## config.mk

```make
export PLATFORM = sky130hd
export DESIGN_NAME = rks_ctrl
export DESIGN_NICKNAME = d
export VERILOG_FILES = /design/src/sv/rks_pkg.sv /design/src/sv/rks_ctrl.sv
export SDC_FILE = /design/constraint.sdc
export NUM_CORES = 1
export LEC_CHECK = 0
export BUFFER_PORTS_ARGS = -buffer_cell sky130_fd_sc_hd__buf_2
export CAP_MARGIN = 20
export CORE_MARGIN = 8
export CORE_UTILIZATION = 50
export CTS_BUF_LIST = sky130_fd_sc_hd__clkbuf_8
export CTS_CLUSTER_SIZE = 12
export DETAILED_ROUTE_END_ITERATION = 12
export PLACE_DENSITY = 0.79
export SYNTH_ARGS = -nofsm -noshare
export SYNTH_HDL_FRONTEND = slang
export SYNTH_SLANG_ARGS = --single-unit
```

## constraint.sdc

```tcl
create_clock -name clk -period 2.3 [get_ports clk]
set_input_delay 0.345 -clock clk [delete_from_list [all_inputs] [get_ports clk]]
set_output_delay 0.345 -clock clk [all_outputs]
set_load 0.02 [all_outputs]
```

## src/sv/rks_pkg.sv

```systemverilog
`default_nettype none
package rks_pkg;
  localparam int MaxFramesDefault = 64;
  localparam int KeyW = 128;

  typedef struct packed {
    logic [15:0] depth_layer;
    logic [31:0] sort_y_bits;
    logic signed [31:0] draw_rank;
    logic [31:0] pos_x_bits;
    logic [15:0] record_id;
    logic        last_frame;
  } in_beat_t;

  typedef struct packed {
    logic [15:0] frame_index;
    logic        last_result;
    logic        overflowed;
  } out_beat_t;

  function automatic logic [31:0] float_code(input logic [31:0] b);
    float_code = b[31] ? ~b : (b ^ 32'h8000_0000);
  endfunction

  function automatic logic [KeyW-1:0] build_key(input in_beat_t d);
    logic [31:0] dc;
    dc = d.draw_rank ^ 32'h8000_0000;
    build_key = {d.depth_layer, ~float_code(d.sort_y_bits), dc, float_code(d.pos_x_bits),
                 d.record_id};
  endfunction
endpackage
`default_nettype wire

```

## src/sv/rks_ctrl.sv

```systemverilog
`default_nettype none
module rks_ctrl #(
  parameter int MaxFrames = rks_pkg::MaxFramesDefault,
  localparam int AW = $clog2(MaxFrames),
  localparam int CW = $clog2(MaxFrames + 1)
) (
  input  wire logic              clk,
  input  wire logic              rst,
  input  wire logic              in_valid,
  output logic                   in_ready,
  input  wire logic              in_last,
  output logic                   out_valid,
  input  wire logic              out_ready,
  output logic                   out_last,
  output logic                   out_ovf,
  output logic                   key_load,
  output logic                   ram_we,
  output logic [AW-1:0]          ram_waddr,
  output logic                   wsel_key,
  output logic [AW-1:0]          ram_raddr,
  input  wire logic              key_less
);
  typedef enum logic [4:0] {
    S_IDLE  = 5'b00001,
    S_READ  = 5'b00010,
    S_CMP   = 5'b00100,
    S_EMIT  = 5'b01000,
    S_WAIT  = 5'b10000
  } state_t;

  state_t        state, state_next;
  logic [CW-1:0] count;
  logic [CW-1:0] pos;
  logic          ovf;
  logic          last_seen;
  logic [CW-1:0] rd;

  assign in_ready  = state == S_IDLE;
  assign key_load  = in_valid && in_ready;
  assign out_last  = rd == count - CW'(1);
  assign out_ovf   = ovf;
  assign out_valid = state == S_WAIT;

  // S_CMP compares key with entry pos-1 (read issued in S_READ)
  always_comb begin
    state_next = state;
    ram_we     = 1'b0;
    wsel_key   = 1'b1;
    ram_waddr  = pos[AW-1:0];
    ram_raddr  = AW'(pos - CW'(1));
    case (state)
      S_IDLE: if (key_load) begin
        if (count == CW'(MaxFrames)) begin
          state_next = in_last ? S_EMIT : S_IDLE;
        end else if (count == '0) begin
          // empty store: write straight away
          state_next = S_CMP;
        end else begin
          state_next = S_READ;
        end
      end
      S_READ: state_next = S_CMP;
      S_CMP: begin
        if (pos != '0 && key_less) begin
          ram_we     = 1'b1;
          wsel_key   = 1'b0;
          state_next = S_READ;
        end else begin
          ram_we     = count != CW'(MaxFrames);
          state_next = last_seen ? S_EMIT : S_IDLE;
        end
      end
      S_EMIT: begin
        ram_raddr  = rd[AW-1:0];
        state_next = S_WAIT;
      end
      S_WAIT: begin
        ram_raddr = rd[AW-1:0];
        if (out_ready) state_next = out_last ? S_IDLE : S_EMIT;
      end
      default: state_next = S_IDLE;
    endcase
  end

  always_ff @(posedge clk) begin
    if (rst) begin
      state <= S_IDLE; count <= '0; ovf <= 1'b0; pos <= '0; rd <= '0;
      last_seen <= 1'b0;
    end else begin
      state <= state_next;
      case (state)
        S_IDLE: if (key_load) begin
          pos <= count; last_seen <= in_last;
          if (count == CW'(MaxFrames)) begin
            ovf <= 1'b1;
            rd <= '0;
          end
        end
        S_CMP: begin
          if (pos != '0 && key_less) begin
            pos <= pos - CW'(1);
          end else begin
            count <= count + CW'(1);
            rd <= '0;
          end
        end
        S_WAIT: if (out_ready) begin
          if (out_last) begin
            count <= '0; ovf <= 1'b0;
          end else begin
            rd <= rd + CW'(1);
          end
        end
        default: ;
      endcase
    end
  end
endmodule
`default_nettype wire

```

==> flow_metrics.py <==
metrics = {
    "run_status": {
        "status": "finished clean",
    },
    "sta": {
        "slew_headroom": 0.614,
        "finalCriticalPeriod_ps": 2210,
        "rsz0062_at_grt": "no",
        "tightest_slew_ps": 568,
        "fin_crit_sh": 0.961,
        "slew_violations": 0,
        "setup_viol": 0,
        "tns_ps": 0,
        "clock.fmax_mhz": 453,
        "hold_violations": 0,
        "skew_ps": 2.06,
    },
    "critical_path": {
        "rrSetupSlack_ps": 210,
        "worstPathMaxFanout": 8,
        "crit_slowest_cell": "or4_4",
        "path_cells": "or4_4, o21ai_4, nor2_1, inv_1, buf_2",
        "critPathBufInv": 2,
        "startpoint_type": "flip-flop",
        "cpPeakStageDelay_ps": 580,
        "crit_family": "simple AND/OR/NAND/NOR gates",
        "end_kind": "output pin",
        "required_ps": 1960,
        "path_class": "flip-flop to output pin",
        "arrival_ps": 1860,
    },
    "floorplanning": {
        "die_area_mm2": 0.00635,
        "ios": 25,
        "core-area_mm2": 0.00394,
        "die_h_um": 79.7,
        "fp.dieW_um": 79.7,
        "start_util": 0.514,
        "rows": 23,
    },
    "placement": {
        "dpl.hpwl_mm": 3.78,
        "port_buffers": 24,
        "gp_congestion": 0.903,
        "dp.cells": 326,
    },
    "route": {
        "avgViaCountPerCell": 5.77,
        "ant_nets": 0,
        "wl_per_cell_um": 15.0,
        "drtIter0Drc": 126,
        "postRouteWirelength_mm": 4.99,
        "num_vias": 1915,
        "drc_errors": 0,
        "dr.pass1.iters": 4,
    },
    "clocking": {
        "cts_root_buf": "clkbuf_8",
        "clock_sinks": 28,
        "htreeDepth": 1,
        "cts_buffers": 3,
        "clk_latency_ps": 270,
        "cts_max_path_buffers": 2,
        "clkSlewWorstSetupHoldPaths_ps": 90,
        "cts_tree": "built",
        "postCtsHoldBufs": 0,
    },
    "power": {
        "power_density_mw_per_mm2": 628,
        "peakVddDrop_uv": 484,
        "power_leakage_nw": 0.883,
    },
    "synth": {
        "avgSynthCellArea_um2": 7.80,
        "yosysMostFrequentCell": "nor2_1",
        "synth-edff-count": 0,
        "ys_ff_latch": 28,
        "synth_ff_type": "dfxtp_1",
        "synthTopCellsByCount": "nor2_1 (36), dfxtp_1 (28), a21oi_1 (16), nand2_1 (16), nand3_1 (16)",
        "seq_area_frac_synth": 0.276,
        "synth_top_area_share": 0.276,
        "yosys_warnings": 0,
        "synthCells": 260,
        "synth_area_leader_cell": "dfxtp_1",
        "syn_nets": 272,
        "synth.cell_area_mm2": 0.00203,
        "netlist-cell-type-count": 53,
        "synthTopCellsByArea": "dfxtp_1 (28%), nor2_1 (6.7%), xnor2_1 (5.6%)",
        "async_flop_share": 0,
    },
    "min_path": {
        "hp-class": "primary input to flip-flop",
    },
    "global_routing": {
        "grt_pass1_vias": 1728,
        "grt.overflow.total": 0,
        "grt_max_degree": 22,
        "grt_usage": 0.156,
        "grt_pass1_wl_mm": 8.16,
        "antenna_found_initial": 0,
    },
    "final_layout": {
        "drive_gt1_frac": 0.230,
        "final_util": 0.578,
        "finish.net_count": 296,
        "area_growth_pct": 12.4,
        "diodes": 0,
        "stdcell_count": 332,
    },
    "job": {
        "drv_cap": 0,
    },
}
==> cells by family after synthesis <==
logic type | Yosys count | share of synthesized area
buf+inv | 36 | 0.0938
compound gates | 64 | 0.234
simple gates | 106 | 0.271
flops | 28 | 0.276
xor+xnor | 19 | 0.0820
mux | 1 | 0.00494
fa+ha+maj | 6 | 0.0370
==> power breakdown <==
group	total [W]	switching, W	internal, W
Combinational	0.000625	0.000378	0.000247
Clock	0.000264	0.000147	0.000118
Sequential	0.000542	0.0000279	0.000514
==> cell type report <==
type,instances,area [um2]
clock buffers,3,41.3
fillers,342,1660
inverters,13,53.8
multi-input cells,196,1300
flip-flops and latches,28,564
well taps,50,62.6
repair buffers,42,258
==> what timing repair did <==
action | CTS | global route
buffers inserted | 0 | 3
pin swaps | 0 | 1
endpoints found under the setup margin | 7 | 6
resized for setup | 8 | 2
==> sequential cells by signal, summed over array words and instances, names as in the netlist <==
register,flops
state,5
pos,7
count,7
rd,7
last_seen,1
out_ovf,1
==> stage by stage <==
| step | hold slack (ps) | cell area, um2 | worst slack [ps] | total power [W] |
|---|---|---|---|---|
| 4_1_cts | 322 | 2250 | 21.8 | 0.00143 |
| 2_1_floorplan | 450 | 2030 | 121 | 0.00101 |
| 5_1_grt | 328 | 2280 | 1.23 | 0.00152 |
| 3_3_place_gp | 457 | 2190 | 60.2 | 0.00115 |
| 3_5_place_dp | 459 | 2190 | 64.7 | 0.00116 |
| 6_report | 327 | 2280 | 90.1 | 0.00143 |
==> routing by layer <==
metal  wire (um)  track usage  vias to the layer above
li1            -            -                      954
met1        2250        0.195                      898
met2        2490        0.268                       54
met3         194       0.0214                        9
met4          59       0.0481                        0
met5           0            0                        -
==> final timing paths <==
kind,endpoint,from,cells after the start
worst max-delay path,wsel_key,pos[3],5
worst min-delay path,last_seen,in_last,3
worst min register to register,out_ovf,out_ovf,2
worst max register to register,rd[0],state[0],7
==> tightest hold or removal path, stage by stage <==
cell and delay, ps:
buf_2 110, nand2_1 50, a21oi_1 50
==> cell usage in the layout (no fill, tap or decap), types with 3 or more instances in the layout <==
master / netlist / layout
ha_1: 6 / 5
and3_1: 3 / 3
nand3_1: 16 / 16
clkbuf_8: 0 / 3
nand3b_1: 4 / 4
buf_4: 9 / 19
xnor2_1: 13 / 13
nand2b_1: 7 / 7
nand2_1: 16 / 16
inv_1: 12 / 12
a21oi_1: 16 / 16
nor2_1: 36 / 35
buf_2: 7 / 23
a22oi_1: 4 / 4
dfxtp_1: 28 / 27
a31oi_1: 5 / 5
xor2_1: 6 / 6
o31ai_1: 4 / 4
nor3_1: 10 / 10
o21ai_0: 11 / 11
o211ai_1: 3 / 3
No activity file was read; power rests on OpenSTA's default activity.
